$ cat config.mk
export PLATFORM = sky130hd
export DESIGN_NAME = mini_c_tokenizer
export DESIGN_NICKNAME = d
export VERILOG_FILES = /design/src/mtok_pkg.sv /design/src/mini_c_tokenizer.sv /design/src/mtok_queue.sv /design/src/mtok_front.sv /design/src/mtok_back.sv
export SDC_FILE = /design/constraint.sdc
export NUM_CORES = 1
export LEC_CHECK = 0
export ABC_AREA = 0
export BUFFER_PORTS_ARGS = -buffer_cell sky130_fd_sc_hd__buf_2
export CORE_MARGIN = 2
export CORE_UTILIZATION = 45
export CTS_BUF_LIST = sky130_fd_sc_hd__clkbuf_8
export CTS_CLUSTER_SIZE = 28
export DETAILED_ROUTE_END_ITERATION = 12
export SYNTH_ARGS = -nofsm -noshare
export SYNTH_HDL_FRONTEND = slang
export SYNTH_SLANG_ARGS = --single-unit
$ cat constraint.sdc
create_clock -name clk -period 3.8 [get_ports clk]
set_input_delay 0.19 -clock clk [delete_from_list [all_inputs] [get_ports clk]]
set_output_delay 0.19 -clock clk [all_outputs]
set_load 0.05 [all_outputs]
$ cat src/mtok_pkg.sv
// Shared types and constants for the mini C tokenizer.
// Used by every module under src; depends on nothing else.
package mtok_pkg;

    // Default size of the token buffer in characters.
    localparam int MTOK_MAX_TOKEN_CHARS = 32;

    // Width of length and index fields that cross the command queue.
    // It covers the largest supported buffer of 63 characters.
    localparam int TOKEN_LEN_W = 6;

    // Depth of the command queue between the front and back ends.
    localparam int QUEUE_DEPTH = 4;

    // Token kinds as they appear on the result channel.
    typedef enum logic [3:0] {
        KIND_IDENT   = 4'd0,
        KIND_INT     = 4'd1,
        KIND_RETURN  = 4'd2,
        KIND_NUMBER  = 4'd3,
        KIND_ASSIGN  = 4'd4,
        KIND_PLUS    = 4'd5,
        KIND_SEMI    = 4'd6,
        KIND_LPAREN  = 4'd7,
        KIND_RPAREN  = 4'd8,
        KIND_LBRACE  = 4'd9,
        KIND_RBRACE  = 4'd10,
        KIND_EOF     = 4'd11,
        KIND_UNKNOWN = 4'd12
    } kind_t;

    // Scanner mode kept by the front end.
    typedef enum logic [1:0] {
        MODE_IDLE   = 2'd0,
        MODE_IDENT  = 2'd1,
        MODE_NUMBER = 2'd2
    } mode_t;

    // Sequencer states of the back end.
    typedef enum logic [1:0] {
        BK_IDLE = 2'd0,
        BK_READ = 2'd1,
        BK_EMIT = 2'd2,
        BK_TAIL = 2'd3
    } back_state_t;

    // Input word: one source byte or an end marker.
    typedef struct packed {
        logic       op;
        logic [7:0] char_code;
    } in_word_t;

    // Result word: one character of a token.
    typedef struct packed {
        kind_t      kind;
        logic [7:0] out_char;
        logic       token_end;
        logic       truncated;
        logic       run_end;
    } out_word_t;

    // Command from the front end to the back end. A command may flush the
    // buffered token, emit a one-character tail and store one character into
    // the buffer; the store is made with the last flushed character, before any tail.
    typedef struct packed {
        logic                   has_flush;
        kind_t                  flush_kind;
        logic [TOKEN_LEN_W-1:0] flush_len;
        logic                   flush_trunc;
        logic                   has_tail;
        kind_t                  tail_kind;
        logic [7:0]             tail_char;
        logic                   do_append;
        logic [TOKEN_LEN_W-1:0] app_idx;
        logic [7:0]             app_char;
    } cmd_t;

endpackage

$ cat src/mini_c_tokenizer.sv
// Mini C tokenizer top level. A source word is taken whenever the
// four-entry command queue has room. The back end takes each queued command,
// reads each buffered token character from the buffer and then loads it into the
// output register, and loads a punctuator or eof result straight into the output register.
// Reset clears the scanner mode, counters, queue and output valid at once;
// the token buffer is not cleared and is only read where it was written.
module mini_c_tokenizer
    import mtok_pkg::*;
#(
    parameter int MAX_TOKEN_CHARS = MTOK_MAX_TOKEN_CHARS
)
(
    input  logic      clk,
    input  logic      rst_n,
    input  logic      char_valid,
    output logic      char_ready,
    input  in_word_t  char_word,
    output logic      tok_valid,
    input  logic      tok_ready,
    output out_word_t tok_word
);

    logic q_push;
    cmd_t q_push_cmd;
    logic q_pop;
    cmd_t q_head;
    logic q_full;
    logic q_empty;

    // Byte classification and token bookkeeping.
    mtok_front #(
        .MAX_TOKEN_CHARS (MAX_TOKEN_CHARS)
    ) u_front (
        .clk        (clk),
        .rst_n      (rst_n),
        .char_valid (char_valid),
        .char_word  (char_word),
        .char_ready (char_ready),
        .q_full     (q_full),
        .push       (q_push),
        .push_cmd   (q_push_cmd)
    );

    // Commands waiting for the back end.
    mtok_queue u_queue (
        .clk      (clk),
        .rst_n    (rst_n),
        .push     (q_push),
        .push_cmd (q_push_cmd),
        .pop      (q_pop),
        .head     (q_head),
        .full     (q_full),
        .empty    (q_empty)
    );

    // Token buffer and result emission.
    mtok_back #(
        .MAX_TOKEN_CHARS (MAX_TOKEN_CHARS)
    ) u_back (
        .clk       (clk),
        .rst_n     (rst_n),
        .q_empty   (q_empty),
        .head      (q_head),
        .pop       (q_pop),
        .tok_valid (tok_valid),
        .tok_word  (tok_word),
        .tok_ready (tok_ready)
    );

`ifndef SYNTH
    // The front end never pushes into a full queue.
    a_no_push_full: assert property (@(posedge clk) disable iff (!rst_n)
        q_push |-> !q_full)
        else $error("command pushed into full queue");

    // An end-of-file word closes its token and its run and carries a NUL.
    a_eof_word: assert property (@(posedge clk) disable iff (!rst_n)
        (tok_valid && tok_word.kind == KIND_EOF) |->
        (tok_word.token_end && tok_word.run_end && tok_word.out_char == 8'h00
         && !tok_word.truncated))
        else $error("malformed end-of-file word");

    // Only buffered identifiers and numbers can be truncated.
    a_trunc_kind: assert property (@(posedge clk) disable iff (!rst_n)
        (tok_valid && tok_word.truncated) |->
        (tok_word.kind == KIND_IDENT || tok_word.kind == KIND_NUMBER))
        else $error("truncated flag on a kind that is never buffered");
`endif

endmodule

$ cat src/mtok_queue.sv
// Small command queue between the tokenizer front and back ends.
// Depends on mtok_pkg for the command type and depth.
module mtok_queue
    import mtok_pkg::*;
(
    input  logic clk,
    input  logic rst_n,
    input  logic push,
    input  cmd_t push_cmd,
    input  logic pop,
    output cmd_t head,
    output logic full,
    output logic empty
);

    localparam int PTR_W = $clog2(QUEUE_DEPTH);
    localparam int CNT_W = $clog2(QUEUE_DEPTH + 1);

    cmd_t             slot_reg [QUEUE_DEPTH];
    logic [PTR_W-1:0] wr_ptr_reg;
    logic [PTR_W-1:0] wr_ptr_next;
    logic [PTR_W-1:0] rd_ptr_reg;
    logic [PTR_W-1:0] rd_ptr_next;
    logic [CNT_W-1:0] count_reg;
    logic [CNT_W-1:0] count_next;

    assign full  = (count_reg == CNT_W'(QUEUE_DEPTH));
    assign empty = (count_reg == '0);
    assign head  = slot_reg[rd_ptr_reg];

    // Pointer and fill count updates.
    always_comb
    begin
        wr_ptr_next = wr_ptr_reg;
        rd_ptr_next = rd_ptr_reg;
        count_next  = count_reg;
        if (push)
        begin
            wr_ptr_next = (wr_ptr_reg == PTR_W'(QUEUE_DEPTH - 1)) ? '0
                        : wr_ptr_reg + PTR_W'(1);
        end
        if (pop)
        begin
            rd_ptr_next = (rd_ptr_reg == PTR_W'(QUEUE_DEPTH - 1)) ? '0
                        : rd_ptr_reg + PTR_W'(1);
        end
        if (push && !pop)
        begin
            count_next = count_reg + CNT_W'(1);
        end
        else if (pop && !push)
        begin
            count_next = count_reg - CNT_W'(1);
        end
    end

    always_ff @(posedge clk or negedge rst_n)
    begin
        if (!rst_n)
        begin
            wr_ptr_reg <= '0;
            rd_ptr_reg <= '0;
            count_reg  <= '0;
        end
        else
        begin
            wr_ptr_reg <= wr_ptr_next;
            rd_ptr_reg <= rd_ptr_next;
            count_reg  <= count_next;
        end
    end

    // Queue storage needs no reset.
    always_ff @(posedge clk)
    begin
        if (push)
        begin
            slot_reg[wr_ptr_reg] <= push_cmd;
        end
    end

endmodule

$ cat src/mtok_front.sv
// Front end of the tokenizer: accepts source words, classifies each byte,
// tracks the scanner mode and token length, and issues back-end commands.
// Depends on mtok_pkg.
module mtok_front
    import mtok_pkg::*;
#(
    parameter int MAX_TOKEN_CHARS = MTOK_MAX_TOKEN_CHARS
)
(
    input  logic     clk,
    input  logic     rst_n,
    input  logic     char_valid,
    input  in_word_t char_word,
    output logic     char_ready,
    input  logic     q_full,
    output logic     push,
    output cmd_t     push_cmd
);

    localparam int LEN_W = $clog2(MAX_TOKEN_CHARS + 1);

    localparam logic [7:0] CH_NUL    = 8'h00;
    localparam logic [7:0] CH_SPACE  = 8'h20;
    localparam logic [7:0] CH_TAB    = 8'h09;
    localparam logic [7:0] CH_CR     = 8'h0D;
    localparam logic [7:0] CH_UNDER  = 8'h5F;
    localparam logic [7:0] CH_ASSIGN = 8'h3D;
    localparam logic [7:0] CH_PLUS   = 8'h2B;
    localparam logic [7:0] CH_SEMI   = 8'h3B;
    localparam logic [7:0] CH_LPAREN = 8'h28;
    localparam logic [7:0] CH_RPAREN = 8'h29;
    localparam logic [7:0] CH_LBRACE = 8'h7B;
    localparam logic [7:0] CH_RBRACE = 8'h7D;
    localparam logic [7:0] CH_LOW_I  = 8'h69;
    localparam logic [7:0] CH_LOW_R  = 8'h72;

    function automatic logic is_letter(input logic [7:0] c);
        return (c >= 8'h61 && c <= 8'h7A) || (c >= 8'h41 && c <= 8'h5A) || c == CH_UNDER;
    endfunction

    function automatic logic is_digit(input logic [7:0] c);
        return c >= 8'h30 && c <= 8'h39;
    endfunction

    function automatic logic is_space(input logic [7:0] c);
        return c == CH_SPACE || (c >= CH_TAB && c <= CH_CR);
    endfunction

    function automatic kind_t punct_kind(input logic [7:0] c);
        kind_t k;
        case (c)
            CH_ASSIGN: k = KIND_ASSIGN;
            CH_PLUS:   k = KIND_PLUS;
            CH_SEMI:   k = KIND_SEMI;
            CH_LPAREN: k = KIND_LPAREN;
            CH_RPAREN: k = KIND_RPAREN;
            CH_LBRACE: k = KIND_LBRACE;
            CH_RBRACE: k = KIND_RBRACE;
            default:   k = KIND_UNKNOWN;
        endcase
        return k;
    endfunction

    // Expected characters of the keywords by position.
    function automatic logic [7:0] kw_int_char(input logic [2:0] pos);
        logic [7:0] c;
        case (pos)
            3'd0:    c = 8'h69;
            3'd1:    c = 8'h6E;
            3'd2:    c = 8'h74;
            default: c = 8'h00;
        endcase
        return c;
    endfunction

    function automatic logic [7:0] kw_return_char(input logic [2:0] pos);
        logic [7:0] c;
        case (pos)
            3'd0:    c = 8'h72;
            3'd1:    c = 8'h65;
            3'd2:    c = 8'h74;
            3'd3:    c = 8'h75;
            3'd4:    c = 8'h72;
            3'd5:    c = 8'h6E;
            default: c = 8'h00;
        endcase
        return c;
    endfunction

    mode_t            mode_reg;
    mode_t            mode_next;
    logic [LEN_W-1:0] len_reg;
    logic [LEN_W-1:0] len_next;
    logic             ovf_reg;
    logic             ovf_next;
    logic             int_match_reg;
    logic             int_match_next;
    logic             ret_match_reg;
    logic             ret_match_next;

    logic             accept;
    logic [7:0]       c;
    logic             at_eof;
    logic             pending;
    logic             extend;
    kind_t            ident_kind;

    assign char_ready = !q_full;
    assign accept     = char_valid && !q_full;
    assign c          = char_word.char_code;
    assign at_eof     = char_word.op || (c == CH_NUL);
    assign pending    = (mode_reg == MODE_IDENT) || (mode_reg == MODE_NUMBER);
    assign extend     = !at_eof
                      && (((mode_reg == MODE_IDENT) && (is_letter(c) || is_digit(c)))
                      || ((mode_reg == MODE_NUMBER) && is_digit(c)));

    // Keyword check on the buffered identifier, tracked as it was collected.
    always_comb
    begin
        ident_kind = KIND_IDENT;
        if (!ovf_reg && int_match_reg && len_reg == LEN_W'(3))
        begin
            ident_kind = KIND_INT;
        end
        else if (!ovf_reg && ret_match_reg && len_reg == LEN_W'(6))
        begin
            ident_kind = KIND_RETURN;
        end
    end

    // Classify the accepted byte and build the command for the back end.
    always_comb
    begin
        mode_next      = mode_reg;
        len_next       = len_reg;
        ovf_next       = ovf_reg;
        int_match_next = int_match_reg;
        ret_match_next = ret_match_reg;
        push_cmd       = '0;
        if (accept)
        begin
            if (extend)
            begin
                if (len_reg < LEN_W'(MAX_TOKEN_CHARS))
                begin
                    push_cmd.do_append = 1'b1;
                    push_cmd.app_idx   = TOKEN_LEN_W'(len_reg);
                    push_cmd.app_char  = c;
                    len_next           = len_reg + LEN_W'(1);
                    int_match_next     = int_match_reg && (len_reg < LEN_W'(3))
                                       && (c == kw_int_char(len_reg[2:0]));
                    ret_match_next     = ret_match_reg && (len_reg < LEN_W'(6))
                                       && (c == kw_return_char(len_reg[2:0]));
                end
                else
                begin
                    ovf_next = 1'b1;
                end
            end
            else
            begin
                if (pending)
                begin
                    push_cmd.has_flush   = 1'b1;
                    push_cmd.flush_kind  = (mode_reg == MODE_NUMBER) ? KIND_NUMBER
                                         : ident_kind;
                    push_cmd.flush_len   = TOKEN_LEN_W'(len_reg);
                    push_cmd.flush_trunc = ovf_reg;
                end
                mode_next = MODE_IDLE;
                len_next  = '0;
                ovf_next  = 1'b0;
                if (at_eof)
                begin
                    push_cmd.has_tail  = 1'b1;
                    push_cmd.tail_kind = KIND_EOF;
                    push_cmd.tail_char = CH_NUL;
                end
                else if (is_space(c))
                begin
                    // Whitespace only ends the pending token.
                end
                else if (is_letter(c) || is_digit(c))
                begin
                    mode_next          = is_letter(c) ? MODE_IDENT : MODE_NUMBER;
                    push_cmd.do_append = 1'b1;
                    push_cmd.app_idx   = '0;
                    push_cmd.app_char  = c;
                    len_next           = LEN_W'(1);
                    int_match_next     = (c == CH_LOW_I);
                    ret_match_next     = (c == CH_LOW_R);
                end
                else
                begin
                    push_cmd.has_tail  = 1'b1;
                    push_cmd.tail_kind = punct_kind(c);
                    push_cmd.tail_char = c;
                end
            end
        end
    end

    assign push = push_cmd.has_flush || push_cmd.has_tail || push_cmd.do_append;

    always_ff @(posedge clk or negedge rst_n)
    begin
        if (!rst_n)
        begin
            mode_reg      <= MODE_IDLE;
            len_reg       <= '0;
            ovf_reg       <= 1'b0;
            int_match_reg <= 1'b0;
            ret_match_reg <= 1'b0;
        end
        else
        begin
            mode_reg      <= mode_next;
            len_reg       <= len_next;
            ovf_reg       <= ovf_next;
            int_match_reg <= int_match_next;
            ret_match_reg <= ret_match_next;
        end
    end

endmodule

$ cat src/mtok_back.sv
// Back end of the tokenizer: holds the token buffer, executes queued
// commands and drives the result channel through an output register.
// Depends on mtok_pkg.
module mtok_back
    import mtok_pkg::*;
#(
    parameter int MAX_TOKEN_CHARS = MTOK_MAX_TOKEN_CHARS
)
(
    input  logic      clk,
    input  logic      rst_n,
    input  logic      q_empty,
    input  cmd_t      head,
    output logic      pop,
    output logic      tok_valid,
    output out_word_t tok_word,
    input  logic      tok_ready
);

    localparam int IDX_W = $clog2(MAX_TOKEN_CHARS);

    logic [7:0]       token_mem [MAX_TOKEN_CHARS];
    logic [7:0]       rd_data_reg;

    back_state_t      state_reg;
    back_state_t      state_next;
    cmd_t             cmd_reg;
    cmd_t             cmd_next;
    logic [IDX_W-1:0] idx_reg;
    logic [IDX_W-1:0] idx_next;

    logic             out_valid_reg;
    out_word_t        out_word_reg;
    logic             out_free;
    logic             load;
    out_word_t        load_word;

    logic             wr_en;
    logic [IDX_W-1:0] wr_addr;
    logic [7:0]       wr_data;
    logic             last;

    assign out_free  = !out_valid_reg || tok_ready;
    assign tok_valid = out_valid_reg;
    assign tok_word  = out_word_reg;
    assign last      = (TOKEN_LEN_W'(idx_reg) == cmd_reg.flush_len - TOKEN_LEN_W'(1));

    // Command sequencer: flush characters, then the tail; a buffer write that
    // comes with a flush is made together with the last flushed character.
    always_comb
    begin
        state_next = state_reg;
        cmd_next   = cmd_reg;
        idx_next   = idx_reg;
        pop        = 1'b0;
        load       = 1'b0;
        load_word  = '0;
        wr_en      = 1'b0;
        wr_addr    = head.app_idx[IDX_W-1:0];
        wr_data    = head.app_char;
        unique case (state_reg)
            BK_IDLE:
            begin
                if (!q_empty)
                begin
                    pop      = 1'b1;
                    cmd_next = head;
                    if (head.has_flush)
                    begin
                        idx_next   = '0;
                        state_next = BK_READ;
                    end
                    else if (head.has_tail)
                    begin
                        state_next = BK_TAIL;
                    end
                    else
                    begin
                        wr_en = head.do_append;
                    end
                end
            end
            BK_READ:
            begin
                state_next = BK_EMIT;
            end
            BK_EMIT:
            begin
                if (out_free)
                begin
                    load                = 1'b1;
                    load_word.kind      = cmd_reg.flush_kind;
                    load_word.out_char  = rd_data_reg;
                    load_word.token_end = last;
                    load_word.truncated = cmd_reg.flush_trunc;
                    load_word.run_end   = last && !cmd_reg.has_tail;
                    if (last)
                    begin
                        state_next = cmd_reg.has_tail ? BK_TAIL : BK_IDLE;
                        wr_en      = cmd_reg.do_append;
                        wr_addr    = cmd_reg.app_idx[IDX_W-1:0];
                        wr_data    = cmd_reg.app_char;
                    end
                    else
                    begin
                        idx_next   = idx_reg + IDX_W'(1);
                        state_next = BK_READ;
                    end
                end
            end
            BK_TAIL:
            begin
                if (out_free)
                begin
                    load                = 1'b1;
                    load_word.kind      = cmd_reg.tail_kind;
                    load_word.out_char  = cmd_reg.tail_char;
                    load_word.token_end = 1'b1;
                    load_word.truncated = 1'b0;
                    load_word.run_end   = 1'b1;
                    state_next          = BK_IDLE;
                end
            end
            default:
            begin
                state_next = BK_IDLE;
            end
        endcase
    end

    always_ff @(posedge clk or negedge rst_n)
    begin
        if (!rst_n)
        begin
            state_reg     <= BK_IDLE;
            out_valid_reg <= 1'b0;
        end
        else
        begin
            state_reg <= state_next;
            if (load)
            begin
                out_valid_reg <= 1'b1;
            end
            else if (tok_ready)
            begin
                out_valid_reg <= 1'b0;
            end
        end
    end

    // Payload registers carry no reset.
    always_ff @(posedge clk)
    begin
        cmd_reg <= cmd_next;
        idx_reg <= idx_next;
        if (load)
        begin
            out_word_reg <= load_word;
        end
    end

    // Token buffer: one write port, one registered read port.
    always_ff @(posedge clk)
    begin
        if (wr_en)
        begin
            token_mem[wr_addr] <= wr_data;
        end
        if (state_reg == BK_READ)
        begin
            rd_data_reg <= token_mem[idx_reg];
        end
    end

endmodule

# [Word-level counts from Yosys, hierarchy flattened]
# Memories as Yosys holds them, arrays and structs flattened. A register that Yosys moved wholly into a read port is not among the register bits.
# Index checks and enable logic that the tools add are counted.
[op_classes] div_mod_pow=0 mul=0 n_shift=0 n_reduce_logical=53 magnitude_cmp=11 n_eq_ne=39 n_bitwise=2 n_addsub=7 mux=85
[ops] op="two-way mux 15 bit" n=6
[ops] op="two-way mux 8 bit" n=9
[ops] op="== test 8 x 6 -> 1 bit (second input constant)" n=6
[ops] op="== test 8 x 7 -> 1 bit (second input constant)" n=5
[ops] op="two-way mux 40 bit" n=1
[ops] op="two-way mux 5 bit" n=7
[ops] op="case mux 7 bit (5 select lines)" n=1
[ops] op="case mux 15 bit (2 select lines)" n=1
[ops] op="two-way mux 1 bit" n=28
[ops] op="two-way mux 2 bit" n=14
[ops] op="two-way mux 28 bit" n=1
[ops] op="case mux 4 bit (7 select lines)" n=1
[ops] op="two-way mux 13 bit" n=2
[ops] op="two-way mux 25 bit" n=1
[ops] op="two-way mux 6 bit" n=4
[ops] op="case mux 7 bit (3 select lines)" n=1
[ops] op="logical AND 1 bit" n=19
[ops] op="== test 8 bit" n=2
[ops] op=">= comparator 8 x 7 -> 1 bit (second input constant)" n=2
[ops] op="<= comparator 8 x 7 -> 1 bit (second input constant)" n=2
[ops] op="two-way mux 12 bit" n=1
[ops] op="== test 2 bit (second input constant)" n=5
[ops] op="logical OR 1 bit" n=10
[ops] op="!= test 2 bit (second input constant)" n=5
[ops] op="other kinds (37)" n=63
[word_totals] romBits=0 ff_bits=79 latchBits=0 n_memories=2 in_bits=13 output_inout_bits=17 mem_bits_rw=416
[mem_list] memory="u_back.token_mem" depth=32 width=8 read_ports=1 rd_clocked_by_memory_dff=1 write_ports=1 line_no="mtok_back.sv:22" rtl="logic [7:0] token_mem [MAX_TOKEN_CHARS];"
[mem_list] memory="u_queue.slot_reg" depth=4 width=40 read_ports=1 rd_clocked_by_memory_dff=0 write_ports=1 line_no="mtok_queue.sv:19" rtl="cmd_t slot_reg [QUEUE_DEPTH];"

# [Logic depth before layout (Yosys ltp)]
[depth] word_depth=16 ltp_mapped=13 ltp_nobuf=13

# [Modules after synthesis]
# From an unflattened synthesis, not the netlist that was laid out.
[unflattened] hier_cells=1114 hier_area_um2=20916.3
[modules_own_cells] mod="mtok_back" area_per_inst_um2=13125.1 cells_per_inst=644 instances=1
[modules_own_cells] mod="mtok_queue" area_per_inst_um2=6239.7 cells_per_inst=247 instances=1
[modules_own_cells] mod="mtok_front" area_per_inst_um2=1551.5 cells_per_inst=223 instances=1

# [Worst setup path before layout]
# OpenSTA, ideal clock, no wires.
[synth_path] kind="in2reg" from="input char_word[0] (netlist bit)" to="memory u_queue.slot_reg[0][0] (netlist bit), enable pin" cell_stages=7 slack_ps=276 arrival_time_ps=3088 n_path_buf=1 setup_time_ps=436 cell_sequence="buf_2 or4_1 nor2_1 o31ai_4 nand2_2 o21ai_2 nor2b_1"
[synth_between] elab_chain_cells=14 word_cells_on_any_way=37
[synth_lines] item="from (decl)" line_no="mini_c_tokenizer.sv:17" rtl="input in_word_t char_word,"
[synth_lines] item=">= comparator 8 x 7 -> 1 bit or <= comparator 8 x 7 -> 1 bit (tied branches)" line_no="mtok_front.sv:38" rtl="return (c >= 8'h61 && c <= 8'h7A) || (c >= 8'h41 && c <= 8'h5A) || c == CH_UNDER;"
[synth_lines] item="logical AND 1 bit" line_no="mtok_front.sv:38"
[synth_lines] item="logical OR 1 bit (2 in a row)" line_no="mtok_front.sv:38"
[synth_lines] item="logical OR 1 bit" line_no="mtok_front.sv:114, mtok_front.sv:183"
[synth_lines] item="two-way mux 13 bit or logical AND 1 bit (tied branches)" line_no="mtok_front.sv:183, mtok_front.sv:114"
[synth_lines] item="two-way mux 28 bit or logical OR 1 bit (tied branches)" line_no="mtok_front.sv:179, mtok_front.sv:115"
[synth_lines] item="two-way mux 13 bit or logical AND 1 bit (tied branches)" line_no="mtok_front.sv:173, mtok_front.sv:114"
[synth_lines] item="two-way mux 25 bit" line_no="mtok_front.sv:142" rtl="if (extend)"
[synth_lines] item="two-way mux 40 bit *" line_no="mtok_front.sv:140" rtl="if (accept)"
[synth_lines] item="logical OR 1 bit" line_no="mtok_front.sv:203" rtl="assign push = push_cmd.has_flush || push_cmd.has_tail || push_cmd.do_append;"
[synth_lines] item="logical OR 1 bit *" line_no="mtok_front.sv:203"
[synth_lines] item="two-way mux 1 bit *" line_no="mtok_queue.sv:76" rtl="if (push)"
[synth_lines] item="two-way mux 1 bit (implied by the code) *" line_no="mtok_queue.sv:78" rtl="slot_reg[wr_ptr_reg] <= push_cmd;"
[synth_lines] item="to (decl)" line_no="mtok_queue.sv:19"
# Mark *: on every way between the ends. The rest lies on a longest branch, timed or not.

# [Worst setup path in the final report]
[layout_path] from="register u_back.cmd_reg[29] (netlist bit)" to="memory u_back.token_mem[5][1], enable pin"
[layout_between] elab_chain_cells=7 word_cells_on_any_way=10
[layout_lines] item="from (decl)" line_no="mtok_back.sv:27" rtl="cmd_t cmd_reg;"
[layout_lines] item="from (signal assigned)" line_no="mtok_back.sv:155" rtl="cmd_reg <= cmd_next;"
[layout_lines] item="subtractor 6 x 1 -> 6 bit *" line_no="mtok_back.sv:46" rtl="assign last = (TOKEN_LEN_W'(idx_reg) == cmd_reg.flush_len - TOKEN_LEN_W'(1));"
[layout_lines] item="== test 5 x 6 -> 1 bit *" line_no="mtok_back.sv:46"
[layout_lines] item="two-way mux 1 bit" line_no="mtok_back.sv:97" rtl="if (last)"
[layout_lines] item="two-way mux 1 bit" line_no="mtok_back.sv:89" rtl="if (out_free)"
[layout_lines] item="case mux 1 bit (2 select lines)" line_no="mtok_back.sv:61" rtl="unique case (state_reg)"
[layout_lines] item="two-way mux 1 bit" line_no="mtok_back.sv:166" rtl="if (wr_en)"
[layout_lines] item="two-way mux 1 bit (implied by the code)" line_no="mtok_back.sv:168" rtl="token_mem[wr_addr] <= wr_data;"
[layout_lines] item="to (decl)" line_no="mtok_back.sv:22"
# Marks and branches as above.

==> results.toml <==
[sta]
hold_violations = 0
skew_ns = 0.0357
slew_violations = 0
setup_viol_count_final = 0
slew_headroom_pct = 31.9
tns_ns = 0
worst_pin_slew_ns = 1.02
fin_crit_ns = 3.35
max_freq_ghz = 0.298
timing.final.ws_setup_ns = 0.449
grt_setup_unrepaired = "false"
whs_ns = 0.0652
post-route-period-util_pct = 88.2

[drt]
drt_first_pass_iters = 5
routed_wl_mm = 42.1
drt_iter0_drc = 901
vias = 9902
vias_per_cell = 5.53
wl_per_cell_um = 23.6
postRouteAntennaNets = 0
drc_errors = 0

[setup_path]
crit_required_ns = 4.03
worstSetupEndpointType = "flop"
slowest_delay_ns = 0.67
critPathArrivalTime_ns = 3.58
critPathKind = "flop to flop"
path_cells = "nor3_1 -> xnor2_1 -> a2111oi_4 -> and3_1 -> buf_4 -> mux2i_1 -> nor2_1"
crit_slowest_cell = "nor2_1"
rr_startpoint = "u_back.cmd_reg[29]$_DFFE_PP_"
r2r_end = "u_back.token_mem[5][1]$_DFFE_PP_"
start_kind = "flop"
rr_worst_depth = 7
cp_max_fo = 9
ff2ff_setup_slack_ns = 0.45

[clocking]
cts_inserted_buffers = 78
root_buffer = "clkbuf_8"
clk_pin_slew_ns = 0.07
cts_buffer_depth = 3
htree_levels = 3
tritoncts = "done"
ctsResizeCount = 0
cts_sinks = 489
cts_setup_buffers = 0
cts_hold_buffers = 4
insertion_delay_ns = 0.62

[hold_path]
hp-start = "char_valid"
hp-class = "input pin to flop"
holdPathStages = 4
hold_path_end = "u_front.ovf_reg$_DFFE_PN0P_"

[synthesis]
synth_ff_type = "edfxtp_1"
async_reset_ff_share_pct = 4.29
ys_types = 67
yosys_register_bits = 489
syn_area_um2 = 20000
synth-edff-count = 468
syn_inst = 1051
yosysSeqAreaShare_pct = 72.7
ys_warn_count = 0
syn_area_per_cell_um2 = 19.1

[global_routing]
grt_usage_pct = 18.7
antenna_found_initial = 0
overflow = 0
grt_max_degree = 68
grt_pass1_wl_mm = 64.1
grt_pass1_vias = 10293

[power]
p_per_area_nw_per_um2 = 770
ir_worst_vdd_uv = 435
p_leak_nw = 7.48

[floorplanning]
fp-row-count = 77
initial_core_util_pct = 45.4
die_height_um = 215
dieArea_um2 = 46200
design.core.area_um2 = 44100
ios = 30
die_x_um = 215

[placement]
dpl_cell_area_um2 = 20900
io_buffer_count = 29
pre_cts_ws_ns = 0.414
gp_congestion = 0.791
dpl.hpwl_mm = 26.0
dpl.cell_count = 1645

[final_layout]
final_cell_mix = "468 x edfxtp_1, 117 x mux4_2, 87 x clkbuf_8"
diodes = 0
syn_to_final_growth_pct = 12.1
instances_no_fill = 1789
final_common_cell = "edfxtp_1"
fin_area_um2 = 22500
largest_register_ffs = 256
drive_above_1_share_pct = 25.6
fin_nets = 1166

[run_status]
status = "finished clean"

[run]
cap_violations = 0
worst max-delay path by stage:
stage / start / to / cells past startpoint
finish: u_back.cmd_reg[29]$_DFFE_PP_ / u_back.token_mem[5][1]$_DFFE_PP_ / 7
detailed placement: char_word[1] / u_queue.count_reg[1]$_DFFE_PN0P_ / 11
global route: u_back.cmd_reg[31]$_DFFE_PP_ / u_back.token_mem[31][0]$_DFFE_PP_ / 7
floorplan: char_word[0] / u_queue.slot_reg[0][0]$_DFFE_PP_ / 7
CTS: u_back.cmd_reg[31]$_DFFE_PP_ / u_back.token_mem[31][4]$_DFFE_PP_ / 7
global placement: char_word[1] / u_queue.count_reg[1]$_DFFE_PN0P_ / 11
power breakdown:
| group | total, mW | internal (mW) | leakage, nW | switching, mW |
|---|---|---|---|---|
| logic | 5.24 | 2.02 | 2.00 | 3.22 |
| clock network | 4.28 | 2.30 | 0.871 | 1.98 |
| registers | 7.76 | 7.40 | 4.61 | 0.358 |
critical path, delay by kind of cell, from the launching register on:
kind	cells	cell delay, ns
buffers and inverters	1	0.26
multiplexers	1	0.21
AO/OA/AOI/OAI	1	0.43
AND/OR/NAND/NOR	3	1.49
flip-flops	1	0.42
XOR/XNOR	1	0.17
per-stage QoR:
stage / utilization, % / power [mW]
2_1_floorplan: - / 11.4
3_3_place_gp: 47.4 / 13.2
3_5_place_dp: 47.4 / 13.2
4_1_cts: 50.9 / 17.5
5_1_grt: 50.9 / 18.2
6_report: 50.9 / 17.3
layer usage:
metal	track usage, %	share of wire (%)	up-vias
met5	0	0	-
met4	6.16	2.4	0
met3	4.25	5.4	71
met2	30.4	50	286
met1	25.2	43	5130
li1	-	-	4415
area by class of cell:
class                   count  area (um^2)
multi-input cells         489         5180
repair buffers             56          370
well taps                 592          741
clock inverters            53          299
inverters                  23         86.3
clock buffers              87         1200
fillers                  3610        21700
flip-flops and latches    489        14600
cell usage after synthesis (all sizes together) (11+ instances only):
cell    instances  area, um^2
o21ai          13        68.8
nor2           81         304
inv            23        86.3
mux4          117        2640
a21oi          14        73.8
edfxtp        468       14100
and2           29         181
nand2          27         104
nor4           11        75.1
nor3           13        65.1
buf            25         128
mux2i          20         200
mux2           19         214
dfrtp          21         526
ha             15         188
nor2b          11        68.8
clkbuf         28         105
cell families (layout without fill, tap and decap cells):
kind of cell | after synthesis | in the layout | share of synthesized area (%)
AND/OR/NAND/NOR | 226 | 226 | 5.82
AO/OA/AOI/OAI | 72 | 72 | 2.92
other | 1 | 4 | 0.0187
adder cells (fa/ha/maj) | 16 | 16 | 1.04
XOR/XNOR | 15 | 15 | 0.656
flip-flops | 489 | 489 | 72.7
multiplexers | 156 | 156 | 15.2
buffers and inverters | 76 | 219 | 1.59
No activity file was read; power rests on OpenSTA's default activity.
